$ cat config.mk
export PLATFORM = sky130hd
export DESIGN_NAME = urn_model_step_histogram
export DESIGN_NICKNAME = d
export VERILOG_FILES = /design/src/rtl/urnhist_pkg.sv /design/src/rtl/urnhist_ram.sv /design/src/rtl/urn_model_step_histogram.sv
export SDC_FILE = /design/constraint.sdc
export NUM_CORES = 2
export LEC_CHECK = 0
export ABC_AREA = 1
export BUFFER_PORTS_ARGS = -buffer_cell sky130_fd_sc_hd__buf_2
export CAP_MARGIN = 20
export CORE_MARGIN = 8
export CORE_UTILIZATION = 57
export DETAILED_ROUTE_END_ITERATION = 8
export PLACE_DENSITY = 0.76
export SETUP_SLACK_MARGIN = 0.4
export SYNTH_ARGS = -nofsm -noshare
export SYNTH_HDL_FRONTEND = slang
export SYNTH_SLANG_ARGS = --single-unit
$ cat constraint.sdc
create_clock -name clk -period 5.2 [get_ports clk]
set_input_delay 0.78 -clock clk [delete_from_list [all_inputs] [get_ports clk]]
set_output_delay 0.78 -clock clk [all_outputs]
set_load 0.005 [all_outputs]
$ cat src/rtl/urnhist_pkg.sv
// shared types and constants for the urn model step histogram block
package urnhist_pkg;

  // default sizes handed to the top level
  localparam int MAX_PARTICLES_DEF = 64;
  localparam int COUNTER_BITS_DEF  = 32;

  // fixed field widths
  localparam int ONES_W = 7;
  localparam int PART_W = 6;
  localparam int BIN_W  = 7;
  localparam int OUT_W  = 32;

  // smallest particle count the register accepts
  localparam logic [ONES_W-1:0] PC_MIN = 7'd2;

  // result queue
  localparam int FIFO_DEPTH = 4;
  localparam int FIFO_AW    = $clog2(FIFO_DEPTH);
  localparam int FIFO_CW    = $clog2(FIFO_DEPTH + 1);

  // item modes
  localparam logic MODE_STEP = 1'b0;
  localparam logic MODE_READ = 1'b1;

  typedef enum logic [1:0] {
    ST_INIT,
    ST_COUNT,
    ST_RUN
  } state_t;

  typedef struct packed {
    logic              mode;
    logic [PART_W-1:0] particle;
    logic [BIN_W-1:0]  bin;
  } in_t;

  typedef struct packed {
    logic [ONES_W-1:0] ones_count;
    logic [OUT_W-1:0]  step_number;
    logic [OUT_W-1:0]  equilibrium_step;
    logic [OUT_W-1:0]  recurrence_step;
    logic              finished;
    logic [OUT_W-1:0]  bin_value;
    logic              bad_index;
  } out_t;

endpackage

$ cat src/rtl/urnhist_ram.sv
// generic single-port-write, single-port-read ram with registered read data
module urnhist_ram #(
  parameter int WIDTH = 1,
  parameter int DEPTH = 2
) (
  input  logic                     clk,
  input  logic                     we,
  input  logic [$clog2(DEPTH)-1:0] waddr,
  input  logic [WIDTH-1:0]         wdata,
  input  logic [$clog2(DEPTH)-1:0] raddr,
  output logic [WIDTH-1:0]         rdata
);

  logic [WIDTH-1:0] mem [DEPTH];

  // write port
  always_ff @(posedge clk) begin
    if (we) begin
      mem[waddr] <= wdata;
    end
  end

  // registered read, old data on a same-address write
  always_ff @(posedge clk) begin
    rdata <= mem[raddr];
  end

endmodule

$ cat src/rtl/urn_model_step_histogram.sv
// urn model step with occupancy histogram: top level
//
//   channel   | signals                      | moves
//   ----------+------------------------------+-------------------------------
//   in        | in_valid, in_ready, in_data  | step or histogram read request
//   out       | out_valid, out_ready, out_data | one result per request
//   cfg       | cfg_wr_en, cfg_wr_data       | particle_count write, no wait
//
// one transaction per cycle while in_ready is high; results pass stage 1 and stage 2
// the rate is set by the histogram ram read-modify-write, forwarded one deep
// after reset a clearing pass fills the rams, in_ready low
// a particle_count write after the clearing pass starts a recount, in_ready low
// a 4-deep result queue lets in move while out stalls, until queue and stages hold 4
module urn_model_step_histogram #(
  parameter int MAX_PARTICLES = urnhist_pkg::MAX_PARTICLES_DEF,
  parameter int COUNTER_BITS  = urnhist_pkg::COUNTER_BITS_DEF
) (
  input  logic                            clk,
  input  logic                            rst,
  input  logic                            in_valid,
  output logic                            in_ready,
  input  urnhist_pkg::in_t                in_data,
  output logic                            out_valid,
  input  logic                            out_ready,
  output urnhist_pkg::out_t               out_data,
  input  logic                            cfg_wr_en,
  input  logic [urnhist_pkg::ONES_W-1:0]  cfg_wr_data
);

  localparam int PA_W   = $clog2(MAX_PARTICLES);
  localparam int HDEPTH = MAX_PARTICLES + 1;
  localparam int HA_W   = $clog2(HDEPTH);
  localparam int OW     = urnhist_pkg::ONES_W;
  localparam int PC_MAX = (MAX_PARTICLES > (2**OW - 1)) ? (2**OW - 1) : MAX_PARTICLES;
  localparam int CB     = COUNTER_BITS;

  // saturating increment
  function automatic logic [CB-1:0] sat_inc(input logic [CB-1:0] v);
    return (&v) ? v : v + CB'(1);
  endfunction

  // counter value shown on a 32-bit field, all ones when it does not fit
  function automatic logic [urnhist_pkg::OUT_W-1:0] clip(input logic [CB-1:0] v);
    logic [63:0] w;
    w = 64'(v);
    if (w > 64'h0000_0000_FFFF_FFFF) begin
      return '1;
    end
    return w[urnhist_pkg::OUT_W-1:0];
  endfunction

  urnhist_pkg::state_t state, state_next;

  logic [HA_W-1:0] init_addr;
  logic [PA_W:0]   sweep;
  logic            sweep_pend;
  logic [OW-1:0]   acc;
  logic            sweep_lt;
  logic            count_done;

  logic [OW-1:0]   pc;
  logic [OW-1:0]   cfg_val;
  logic [OW-1:0]   ones;
  logic [CB-1:0]   step_cnt;
  logic [CB-1:0]   eq_step;
  logic [CB-1:0]   rec_step;

  // particle ram ports
  logic            p_we;
  logic [PA_W-1:0] p_waddr;
  logic            p_wdata;
  logic [PA_W-1:0] p_raddr;
  logic            p_rdata;
  logic [PA_W-1:0] in_paddr;
  logic [31:0]     in_part_ext;

  // histogram ram ports
  logic            h_we;
  logic [HA_W-1:0] h_waddr;
  logic [CB-1:0]   h_wdata;
  logic [HA_W-1:0] h_raddr;
  logic [CB-1:0]   h_rdata;

  // stage 1
  logic              s1_valid;
  urnhist_pkg::in_t  s1_item;
  logic [PA_W-1:0]   s1_paddr;
  logic              s1_is_step;
  logic              s1_bad;
  logic              s1_step_ok;
  logic              done_cur;
  logic              bit_old;
  logic [OW-1:0]     ones_new;
  logic [CB-1:0]     step_new;
  logic [CB-1:0]     eq_new;
  logic [CB-1:0]     rec_new;
  logic [OW-1:0]     ones_out;
  logic [CB-1:0]     step_out;
  logic [CB-1:0]     eq_out;
  logic [CB-1:0]     rec_out;
  urnhist_pkg::out_t s1_res;
  logic [HA_W-1:0]   s1_haddr;
  logic [31:0]       s1_hsel;

  // last particle write, for forwarding
  logic              pw_valid;
  logic [PA_W-1:0]   pw_addr;
  logic              pw_data;

  // stage 2
  logic              s2_valid;
  logic              s2_inc;
  logic              s2_rd;
  logic [HA_W-1:0]   s2_haddr;
  urnhist_pkg::out_t s2_res;
  urnhist_pkg::out_t s2_out;
  logic [CB-1:0]     h_old;
  logic [CB-1:0]     h_new;

  // last histogram write, for forwarding
  logic              hw_valid;
  logic [HA_W-1:0]   hw_addr;
  logic [CB-1:0]     hw_data;

  // result queue
  urnhist_pkg::out_t                fifo_mem [urnhist_pkg::FIFO_DEPTH];
  logic [urnhist_pkg::FIFO_AW-1:0]  wr_ptr;
  logic [urnhist_pkg::FIFO_AW-1:0]  rd_ptr;
  logic [urnhist_pkg::FIFO_CW-1:0]  fifo_cnt;
  logic [urnhist_pkg::FIFO_CW-1:0]  in_flight;
  logic                             push;
  logic                             pop;
  logic                             accept;

  // state register
  always_ff @(posedge clk) begin
    if (rst) begin
      state <= urnhist_pkg::ST_INIT;
    end else begin
      state <= state_next;
    end
  end

  // clearing pass, recount and run
  always_comb begin
    state_next = state;
    unique case (state)
      urnhist_pkg::ST_INIT: begin
        if (init_addr == HA_W'(MAX_PARTICLES)) begin
          state_next = urnhist_pkg::ST_RUN;
        end
      end
      urnhist_pkg::ST_RUN: begin
        if (cfg_wr_en) begin
          state_next = urnhist_pkg::ST_COUNT;
        end
      end
      urnhist_pkg::ST_COUNT: begin
        if (!cfg_wr_en && count_done) begin
          state_next = urnhist_pkg::ST_RUN;
        end
      end
      default: state_next = urnhist_pkg::ST_INIT;
    endcase
  end

  // clamp the written particle count
  always_comb begin
    if (cfg_wr_data < urnhist_pkg::PC_MIN) begin
      cfg_val = urnhist_pkg::PC_MIN;
    end else if (32'(cfg_wr_data) > 32'(PC_MAX)) begin
      cfg_val = OW'(PC_MAX);
    end else begin
      cfg_val = cfg_wr_data;
    end
  end

  // clearing pass address
  always_ff @(posedge clk) begin
    if (rst) begin
      init_addr <= '0;
    end else if (state == urnhist_pkg::ST_INIT) begin
      init_addr <= init_addr + HA_W'(1);
    end
  end

  // recount sweep over particles 0..pc-1
  assign sweep_lt   = 32'(sweep) < 32'(pc);
  assign count_done = (state == urnhist_pkg::ST_COUNT) && !sweep_lt && !sweep_pend;

  always_ff @(posedge clk) begin
    if (rst) begin
      sweep      <= '0;
      sweep_pend <= 1'b0;
      acc        <= '0;
    end else if (cfg_wr_en && state != urnhist_pkg::ST_INIT) begin
      sweep      <= '0;
      sweep_pend <= 1'b0;
      acc        <= '0;
    end else if (state == urnhist_pkg::ST_COUNT) begin
      sweep_pend <= sweep_lt;
      if (sweep_lt) begin
        sweep <= sweep + (PA_W+1)'(1);
      end
      if (sweep_pend) begin
        acc <= acc + OW'(p_rdata);
      end
    end
  end

  // particle ram: all ones in the clearing pass, flips in stage 1
  assign in_part_ext = 32'(in_data.particle);
  assign in_paddr    = in_part_ext[PA_W-1:0];

  always_comb begin
    if (state == urnhist_pkg::ST_INIT) begin
      p_we    = 32'(init_addr) < 32'(MAX_PARTICLES);
      p_waddr = init_addr[PA_W-1:0];
      p_wdata = 1'b1;
    end else begin
      p_we    = s1_step_ok;
      p_waddr = s1_paddr;
      p_wdata = ~bit_old;
    end
    p_raddr = (state == urnhist_pkg::ST_COUNT) ? sweep[PA_W-1:0] : in_paddr;
  end

  urnhist_ram #(
    .WIDTH (1),
    .DEPTH (MAX_PARTICLES)
  ) u_particle_ram (
    .clk   (clk),
    .we    (p_we),
    .waddr (p_waddr),
    .wdata (p_wdata),
    .raddr (p_raddr),
    .rdata (p_rdata)
  );

  // histogram ram: zero in the clearing pass, increments in stage 2
  always_comb begin
    if (state == urnhist_pkg::ST_INIT) begin
      h_we    = 1'b1;
      h_waddr = init_addr;
      h_wdata = '0;
    end else begin
      h_we    = s2_valid && s2_inc;
      h_waddr = s2_haddr;
      h_wdata = h_new;
    end
    h_raddr = s1_haddr;
  end

  urnhist_ram #(
    .WIDTH (CB),
    .DEPTH (HDEPTH)
  ) u_hist_ram (
    .clk   (clk),
    .we    (h_we),
    .waddr (h_waddr),
    .wdata (h_wdata),
    .raddr (h_raddr),
    .rdata (h_rdata)
  );

  // input handshake
  assign in_flight = urnhist_pkg::FIFO_CW'(s1_valid) + urnhist_pkg::FIFO_CW'(s2_valid);
  assign in_ready  = (state == urnhist_pkg::ST_RUN) &&
                     ((fifo_cnt + in_flight) < urnhist_pkg::FIFO_CW'(urnhist_pkg::FIFO_DEPTH));
  assign accept    = in_valid && in_ready;

  // stage 1 register
  always_ff @(posedge clk) begin
    if (rst) begin
      s1_valid <= 1'b0;
    end else begin
      s1_valid <= accept;
    end
  end

  always_ff @(posedge clk) begin
    s1_item  <= in_data;
    s1_paddr <= in_paddr;
  end

  // stage 1: flip, count, latch
  always_comb begin
    s1_is_step = s1_item.mode == urnhist_pkg::MODE_STEP;
    if (s1_is_step) begin
      s1_bad = {1'b0, s1_item.particle} >= pc;
    end else begin
      s1_bad = s1_item.bin > pc;
    end
    done_cur   = (eq_step != '0) && (rec_step != '0);
    s1_step_ok = s1_valid && s1_is_step && !s1_bad && !done_cur;

    bit_old  = (pw_valid && pw_addr == s1_paddr) ? pw_data : p_rdata;
    ones_new = bit_old ? ones - OW'(1) : ones + OW'(1);
    step_new = sat_inc(step_cnt);
    eq_new   = (eq_step == '0 && ones_new == (pc >> 1)) ? step_new : eq_step;
    rec_new  = (rec_step == '0 && ones_new == pc) ? step_new : rec_step;

    ones_out = s1_step_ok ? ones_new : ones;
    step_out = s1_step_ok ? step_new : step_cnt;
    eq_out   = s1_step_ok ? eq_new : eq_step;
    rec_out  = s1_step_ok ? rec_new : rec_step;

    s1_res.ones_count       = ones_out;
    s1_res.step_number      = clip(step_out);
    s1_res.equilibrium_step = clip(eq_out);
    s1_res.recurrence_step  = clip(rec_out);
    s1_res.finished         = (eq_out != '0) && (rec_out != '0);
    s1_res.bin_value        = '0;
    s1_res.bad_index        = s1_bad;

    s1_hsel  = s1_is_step ? 32'(ones_new) : 32'(s1_item.bin);
    s1_haddr = s1_hsel[HA_W-1:0];
  end

  // scalar state
  always_ff @(posedge clk) begin
    if (rst) begin
      pc       <= OW'(PC_MAX);
      ones     <= OW'(PC_MAX);
      step_cnt <= '0;
      eq_step  <= '0;
      rec_step <= '0;
    end else begin
      if (cfg_wr_en) begin
        pc <= cfg_val;
      end
      if (cfg_wr_en && state == urnhist_pkg::ST_INIT) begin
        ones <= cfg_val;
      end else if (!cfg_wr_en && count_done) begin
        ones <= acc;
      end else if (s1_step_ok) begin
        ones <= ones_new;
      end
      if (s1_step_ok) begin
        step_cnt <= step_new;
        eq_step  <= eq_new;
        rec_step <= rec_new;
      end
    end
  end

  // particle write forwarding
  always_ff @(posedge clk) begin
    if (rst) begin
      pw_valid <= 1'b0;
    end else begin
      pw_valid <= s1_step_ok;
    end
  end

  always_ff @(posedge clk) begin
    pw_addr <= s1_paddr;
    pw_data <= ~bit_old;
  end

  // stage 2 register
  always_ff @(posedge clk) begin
    if (rst) begin
      s2_valid <= 1'b0;
    end else begin
      s2_valid <= s1_valid;
    end
  end

  always_ff @(posedge clk) begin
    s2_inc   <= s1_step_ok;
    s2_rd    <= !s1_is_step && !s1_bad;
    s2_haddr <= s1_haddr;
    s2_res   <= s1_res;
  end

  // stage 2: histogram read-modify-write
  always_comb begin
    h_old  = (hw_valid && hw_addr == s2_haddr) ? hw_data : h_rdata;
    h_new  = sat_inc(h_old);
    s2_out = s2_res;
    s2_out.bin_value = s2_rd ? clip(h_old) : '0;
  end

  // histogram write forwarding
  always_ff @(posedge clk) begin
    if (rst) begin
      hw_valid <= 1'b0;
    end else begin
      hw_valid <= s2_valid && s2_inc;
    end
  end

  always_ff @(posedge clk) begin
    hw_addr <= s2_haddr;
    hw_data <= h_new;
  end

  // result queue
  assign push      = s2_valid;
  assign pop       = out_valid && out_ready;
  assign out_valid = fifo_cnt != '0;
  assign out_data  = fifo_mem[rd_ptr];

  always_ff @(posedge clk) begin
    if (rst) begin
      wr_ptr   <= '0;
      rd_ptr   <= '0;
      fifo_cnt <= '0;
    end else begin
      if (push) begin
        wr_ptr <= wr_ptr + urnhist_pkg::FIFO_AW'(1);
      end
      if (pop) begin
        rd_ptr <= rd_ptr + urnhist_pkg::FIFO_AW'(1);
      end
      if (push && !pop) begin
        fifo_cnt <= fifo_cnt + urnhist_pkg::FIFO_CW'(1);
      end else if (pop && !push) begin
        fifo_cnt <= fifo_cnt - urnhist_pkg::FIFO_CW'(1);
      end
    end
  end

  always_ff @(posedge clk) begin
    if (push) begin
      fifo_mem[wr_ptr] <= s2_out;
    end
  end

endmodule

Word-level counts from Yosys, hierarchy flattened --
Memory sizes are Yosys's and may differ from the RTL's. A register that Yosys moved wholly into a read port is not among the register bits. Index checks and enable logic that the tools add are counted.
Operators by class: add/sub/neg operators 13, $lt $le $gt $ge 7, eq/ne operators 10, mux-type cells 39, bitwise gates (word level) 2, reductions and logical operators 44
Operators by type and width (number):
- $mux 32 | 10
- $reduce_bool 32->1 | 4
- $add 32x1->32 const B | 2
- $logic_not 32->1 | 2
- $reduce_and 32->1 | 2
- $mux 7 | 8
- $add 7x1->7 const B | 3
- $logic_and 1x1->1 | 21
- $eq 7x7->1 | 2
- $mux 6 | 2
- $mux 1 | 11
- $mux 2 | 5
- $add 7x1->7 | 1
- $eq 7x6->1 | 1
- $eq 7x7->1 const B | 1
- $ge 6x7->1 | 1
- $gt 7x7->1 | 1
- $gt 7x7->1 const B | 1
- $logic_not 1->1 | 7
- $lt 7x2->1 const B | 1
- $lt 7x7->1 | 1
- $lt 7x7->1 const B | 1
- $sub 7x1->7 const B | 1
- $eq 6x6->1 | 1
- other kinds (19) | 25
Storage, ports and cells: register bits after elaboration 319, memory bits (writable) 2692, bits of input ports 26, output and inout port bits 139, logic and storage cells 151, memories 3
Memories:
- u_hist_ram.mem | depth 65, bits a word 32, read ports 1, clocked after Yosys merged registers in 1, write ports 1, line urnhist_ram.sv:14 | logic [WIDTH-1:0] mem [DEPTH];
- fifo_mem | depth 4, bits a word 137, read ports 1, clocked after Yosys merged registers in 1, write ports 1, line urn_model_step_histogram.sv:126 | urnhist_pkg::out_t fifo_mem [urnhist_pkg::FIFO_DEPTH];
- u_particle_ram.mem | depth 64, bits a word 1, read ports 1, clocked after Yosys merged registers in 1, write ports 1, line urnhist_ram.sv:14

Logic depth before layout (Yosys ltp) --
depth after elaboration 10, gate-level depth with buffers 33, gate-level depth less buffers 32

Hierarchy --
From an unflattened synthesis, not the netlist that was laid out.
Unflattened totals: cells, all modules 10389, area, all modules 121345.1 µm²
Modules (own cells, without submodules):
- urnhist_ram at u_hist_ram | instances 1, cells each 6809, area an instance 83978.0 µm², sequential area each 63100.5 µm²
- urn_model_step_histogram | instances 1, cells each 3266, area an instance 34321.7 µm², sequential area each 22881.9 µm²
- urnhist_ram at u_particle_ram | instances 1, cells each 314, area an instance 3045.4 µm², sequential area each 1941.9 µm²

Worst setup path after synthesis --
OpenSTA, ideal clock, no wires.
path type reg-to-reg, start point reg state[1], end point mem u_hist_ram.mem[56][0] (netlist bit), enable pin, library setup time 0.502 ns, data arrival time 4.539 ns, required time 4.698 ns, slack 0.159 ns, stages on the path, launching flop included 7, buffers on the path 1, period minus slack after synthesis 5.041 ns, cells stage by stage dfxtp_1 > nor2_1 > inv_2 > buf_1 > a21oi_1 > inv_1 > nor4_1
Between the ends: word-level cells in the longest chain between the ends 4, elaborated cells between the ends (all ways) 5
RTL lines:
- start, declared | line urn_model_step_histogram.sv:52 | urnhist_pkg::state_t state, state_next;
- start signal, assigned | line urn_model_step_histogram.sv:138 | state <= urnhist_pkg::ST_INIT;
- start signal, assigned | line urn_model_step_histogram.sv:140 | state <= state_next;
- $logic_not 2->1 (*) | line urn_model_step_histogram.sv:242 | if (state == urnhist_pkg::ST_INIT) begin
- $mux 1 | line urn_model_step_histogram.sv:242
- $mux 1 | line urnhist_ram.sv:18 | if (we) begin
- $mux 1 (not written as such) | line urnhist_ram.sv:19 | mem[waddr] <= wdata;
- end, declared | line urnhist_ram.sv:14
Every way passes the cells marked *; elsewhere a longest branch is shown, timed or not.

Final worst setup path --
start point reg s1_paddr[0], end point reg u_hist_ram.rdata[12] (read register of u_hist_ram.mem)
Between the ends: word-level cells in the longest chain between the ends 5
RTL lines:
- start, declared | line urn_model_step_histogram.sv:87 | logic [PA_W-1:0] s1_paddr;
- start signal, assigned | line urn_model_step_histogram.sv:283 | s1_paddr <= in_paddr;
- $eq 6x6->1 | line urn_model_step_histogram.sv:297 | bit_old = (pw_valid && pw_addr == s1_paddr) ? pw_data : p_rdata;
- $logic_and 1x1->1 | line urn_model_step_histogram.sv:297
- $mux 1 | line urn_model_step_histogram.sv:297
- $mux 7 | line urn_model_step_histogram.sv:298 | ones_new = bit_old ? ones - OW'(1) : ones + OW'(1);
- $mux 7 | line urn_model_step_histogram.sv:316 | s1_hsel = s1_is_step ? 32'(ones_new) : 32'(s1_item.bin);
- end, declared | line urnhist_ram.sv:11 | output logic [WIDTH-1:0] rdata
No other way between the ends. A chain may end at the register's enable or synchronous reset.

==> results.md <==
- Post-layout instance count excluding filler cells: 13.0k
- CP arrival: 5530 ps
- Sinks on Clock Net: 3046
- PD cells: 404 nW/um2
- Full die area: 225000 um2
- Die Y: 475 um
- Worst setup EP type: flip-flop
- Max_cap viols: 0
- Net Count, Synth: 9873
- TritonCTS clock tree: done
- Period minus WS final: 4640 ps
- Drt first-iter violations: 12.6k
- 1st-pass router iterations: 6
- Final Slew Violations: 0
- Syn-to-layout area delta: 12.7%
- Synthesized area per cell: 12.2 um2
- Post-DRT Antenna Nets: 0
- Root Buffer: clkbuf_16
- WL/cell: 26.0 um
- Critical Path Fanout Max: 55
- Hold Path Class: in2reg
- CP required: 6090 ps
- Top_reg_cell synth: edfxtp_1
- Die X: 475 um
- Largest stage delay on the critical path: 390 ps
- Htree depth: 5
- CP max stage cell: dfxtp_1
- DR vias: 82.4k
- Yosys cell types: 50
- Hold Crit Start: in_data[1]
- F_max: 0.215 GHz
- Rel. slew slack: 27.0%
- Cell area after synthesis: 120000 um2
- Antenna violations before repair: 21
- Pleak: 0.0441 uW
- Crit path kind: reg2reg
- Post-synth EDFFs: 2692
- Routability-driven placement congestion ratio: 0.937
- Number of buffers created by CTS: 312
- Largest net degree at the start of global routing: 163
- Peak supply drop: 0.000649 V
- Grt ovf: 0
- Critical path, cell by cell: inv_1 > nand2_1 > nand2_1 > nor3_1 > nand3_1 > nand2_1 > inv_1 > ha_1 > a21oi_1 > nand3b_1 > nand2_1 > nand2_1 > o21ai_4 > buf_12 > buf_16 > o21ai_0 > o22ai_1 > nand2_1 > nand3_1 > nand3_1 > nand2_1
- Post-synthesis cell count: 9806
- Worst-Margin Slew: 1090 ps
- Clk_lat worst skew: 960 ps
- Final Hold Viols: 0
- Reg2reg start: s1_paddr[0]
- Initial Util: 57.3%
- Number of global-route vias before repair: 77.9k
- Site row count: 168
- Synthesized flop and latch total: 3046
- Layout Nets: 9986
- Clock Path Buffers: 4
- I/O pin count: 165
- RSZ-0062 raised after global routing: no
- CP startpoint: s1_paddr[0]
- # setup viols final: 0
- Port bufs: 164
- Synth warn: 0
- Core Area: 209000 um2
- Period utilization: 89.3%
- Startpoint types: flip-flop
- # DRC: 0
- Clock Skew: 68.2 ps
- Vias/cell: 6.36
- Drt total wl: 336 mm
- Clock-pin slew on the worst setup and hold paths: 60 ps
- Most used cell, CP: nand2_1
- First-pass GRT wire length: 488 mm
- Cells after DPL: 12.4k
- Post-synthesis sequential area ratio: 73.4%
- Hpwl dp: 193 mm
- Gr usage total: 28.7%
- Outcome: completed
- Async S/R FF share, synth: 0%
- Layout cell share with drive strength beyond 1: 9.56%
- Setup TNS: 0 ps
[worst max-delay path: cells and delay by family (launching register included)]
| family | cells | cell delay [ps] |
|---|---|---|
| AO/OA/AOI/OAI | 4 | 750 |
| adder cells (fa/ha/maj) | 1 | 370 |
| buffers and inverters | 4 | 930 |
| flip-flops | 1 | 390 |
| AND/OR/NAND/NOR | 12 | 2060 |
[per-stage QoR]
| stage | hold WS (ps) | setup slack (ps) | power [uW] | area, um2 | utilization, % |
|---|---|---|---|---|---|
| after global routing | 14.0 | 415 | 56100 | 135000 | 64.5 |
| after CTS | 1.59 | 528 | 54500 | 135000 | 64.5 |
| after global placement | 355 | 577 | 33200 | 125000 | 59.8 |
| after floorplan | 351 | 159 | 30800 | 120000 | - |
| final | 62.2 | 559 | 54600 | 135000 | 64.5 |
| after detailed placement | 363 | 594 | 33400 | 125000 | 59.8 |
[registers in the layout, summed over array words and instances, names as in the netlist, 8 cells and up, named ones only]
name and cells:
u_hist_ram.rdata 32, rec_step 32, u_particle_ram.mem 64, fifo_mem 548, step_cnt 32, eq_step 32
s2_out 105, hw_data 32, s1_item 8, u_hist_ram.mem 2080
[layout make-up]
cell class                      instances  area (um2)
Antenna cell                            6        15.0
Sequential cell                      3046       87900
Timing Repair Buffer                  409        3540
Inverter                              283        1110
Multi-Input combinational cell       5867       29300
Tap cell                             2805        3510
Clock inverter                        140        1280
Clock buffer                          403        8420
Fill cell                           14655       74300
[synthesized netlist by cell type (10+ instances only)]
master / count / area share, %
a21oi_1: 168 / 0.70
a21oi_2: 19 / 0.14
buf_1: 63 / 0.20
buf_2: 83 / 0.35
clkbuf_1: 456 / 1.4
dfxtp_1: 354 / 5.9
edfxtp_1: 2692 / 67
ha_1: 39 / 0.41
inv_1: 275 / 0.86
nand2_1: 857 / 2.7
nand3_1: 278 / 1.2
nand3b_1: 10 / 0.063
nand4_1: 77 / 0.40
nor2_1: 2412 / 7.6
nor3_1: 30 / 0.13
o211ai_1: 11 / 0.069
o21ai_0: 1046 / 4.4
o21ai_1: 28 / 0.12
o21bai_1: 16 / 0.10
o22ai_1: 246 / 1.3
o32ai_1: 512 / 3.7
xor2_1: 48 / 0.35
[path summary, 6_finish.rpt]
kind                                              to  cells after the start  slack [ps]
worst min register to register            hw_addr[2]                      0         360
worst max-delay path            u_hist_ram.rdata[12]                     21         560
worst max register to register  u_hist_ram.rdata[12]                     21         560
worst min-delay path                      s1_item[1]                      1          60
[routing by layer]
layer  wire length [um]  up-vias  global-route usage [%]  part of all wire (%)
li1                   -    35783                       -                     -
met1             124000    40077                    39.3                    37
met2             150000     5615                    43.9                    45
met3              44800      892                    7.04                    13
met4              17400       10                    13.0                   5.2
met5                 65        -                       0                 0.019
[kinds of logic (layout without fill, tap and decap cells)]
group | Yosys count | after routing | synth area share [%]
other | 0 | 6 | 0
XOR/XNOR | 55 | 55 | 0.402
AO/OA/AOI/OAI | 2064 | 2064 | 10.6
flip-flops | 3046 | 3046 | 73.4
adder cells (fa/ha/maj) | 41 | 41 | 0.440
AND/OR/NAND/NOR | 3707 | 3707 | 12.2
buffers and inverters | 893 | 1235 | 2.92
[cells in the final DEF (no fill, tap or decap), drive strengths merged, types with 6 or more instances in the layout]
cell type	Yosys	final
nand3	278	278
dfxtp	354	354
or2	11	11
dlygate4sd3	0	6
nand4	77	77
o22ai	246	246
o32ai	512	512
buf	154	401
nor4	8	8
o211ai	11	11
inv	280	288
nand3b	10	10
clkinv	3	106
xor2	48	48
bufinv	0	23
ha	39	39
xnor2	7	7
o21bai	16	16
clkinvlp	0	6
o21ai	1075	1075
clkbuf	456	405
a21oi	187	187
nand2	863	863
nor3	35	35
edfxtp	2692	2692
nor2	2420	2420
diode	0	6
o221ai	7	7
[report_power, final]
part | leakage (uW) | total, uW | internal, uW | switching, uW
clock | 0.00475 | 21500 | 12500 | 8950
combinational | 0.0135 | 6290 | 1850 | 4450
sequential | 0.0259 | 26800 | 26500 | 250
total | 0.0441 | 54600 | 40900 | 13600
[what timing repair did]
item,in CTS,in global routing
hold buffers,6,0
endpoints found under the setup margin,0,12
gates resized for setup,0,3
setup buffers,0,1
endpoints found under the hold margin,6,0
(Power assumes the default switching activity.)
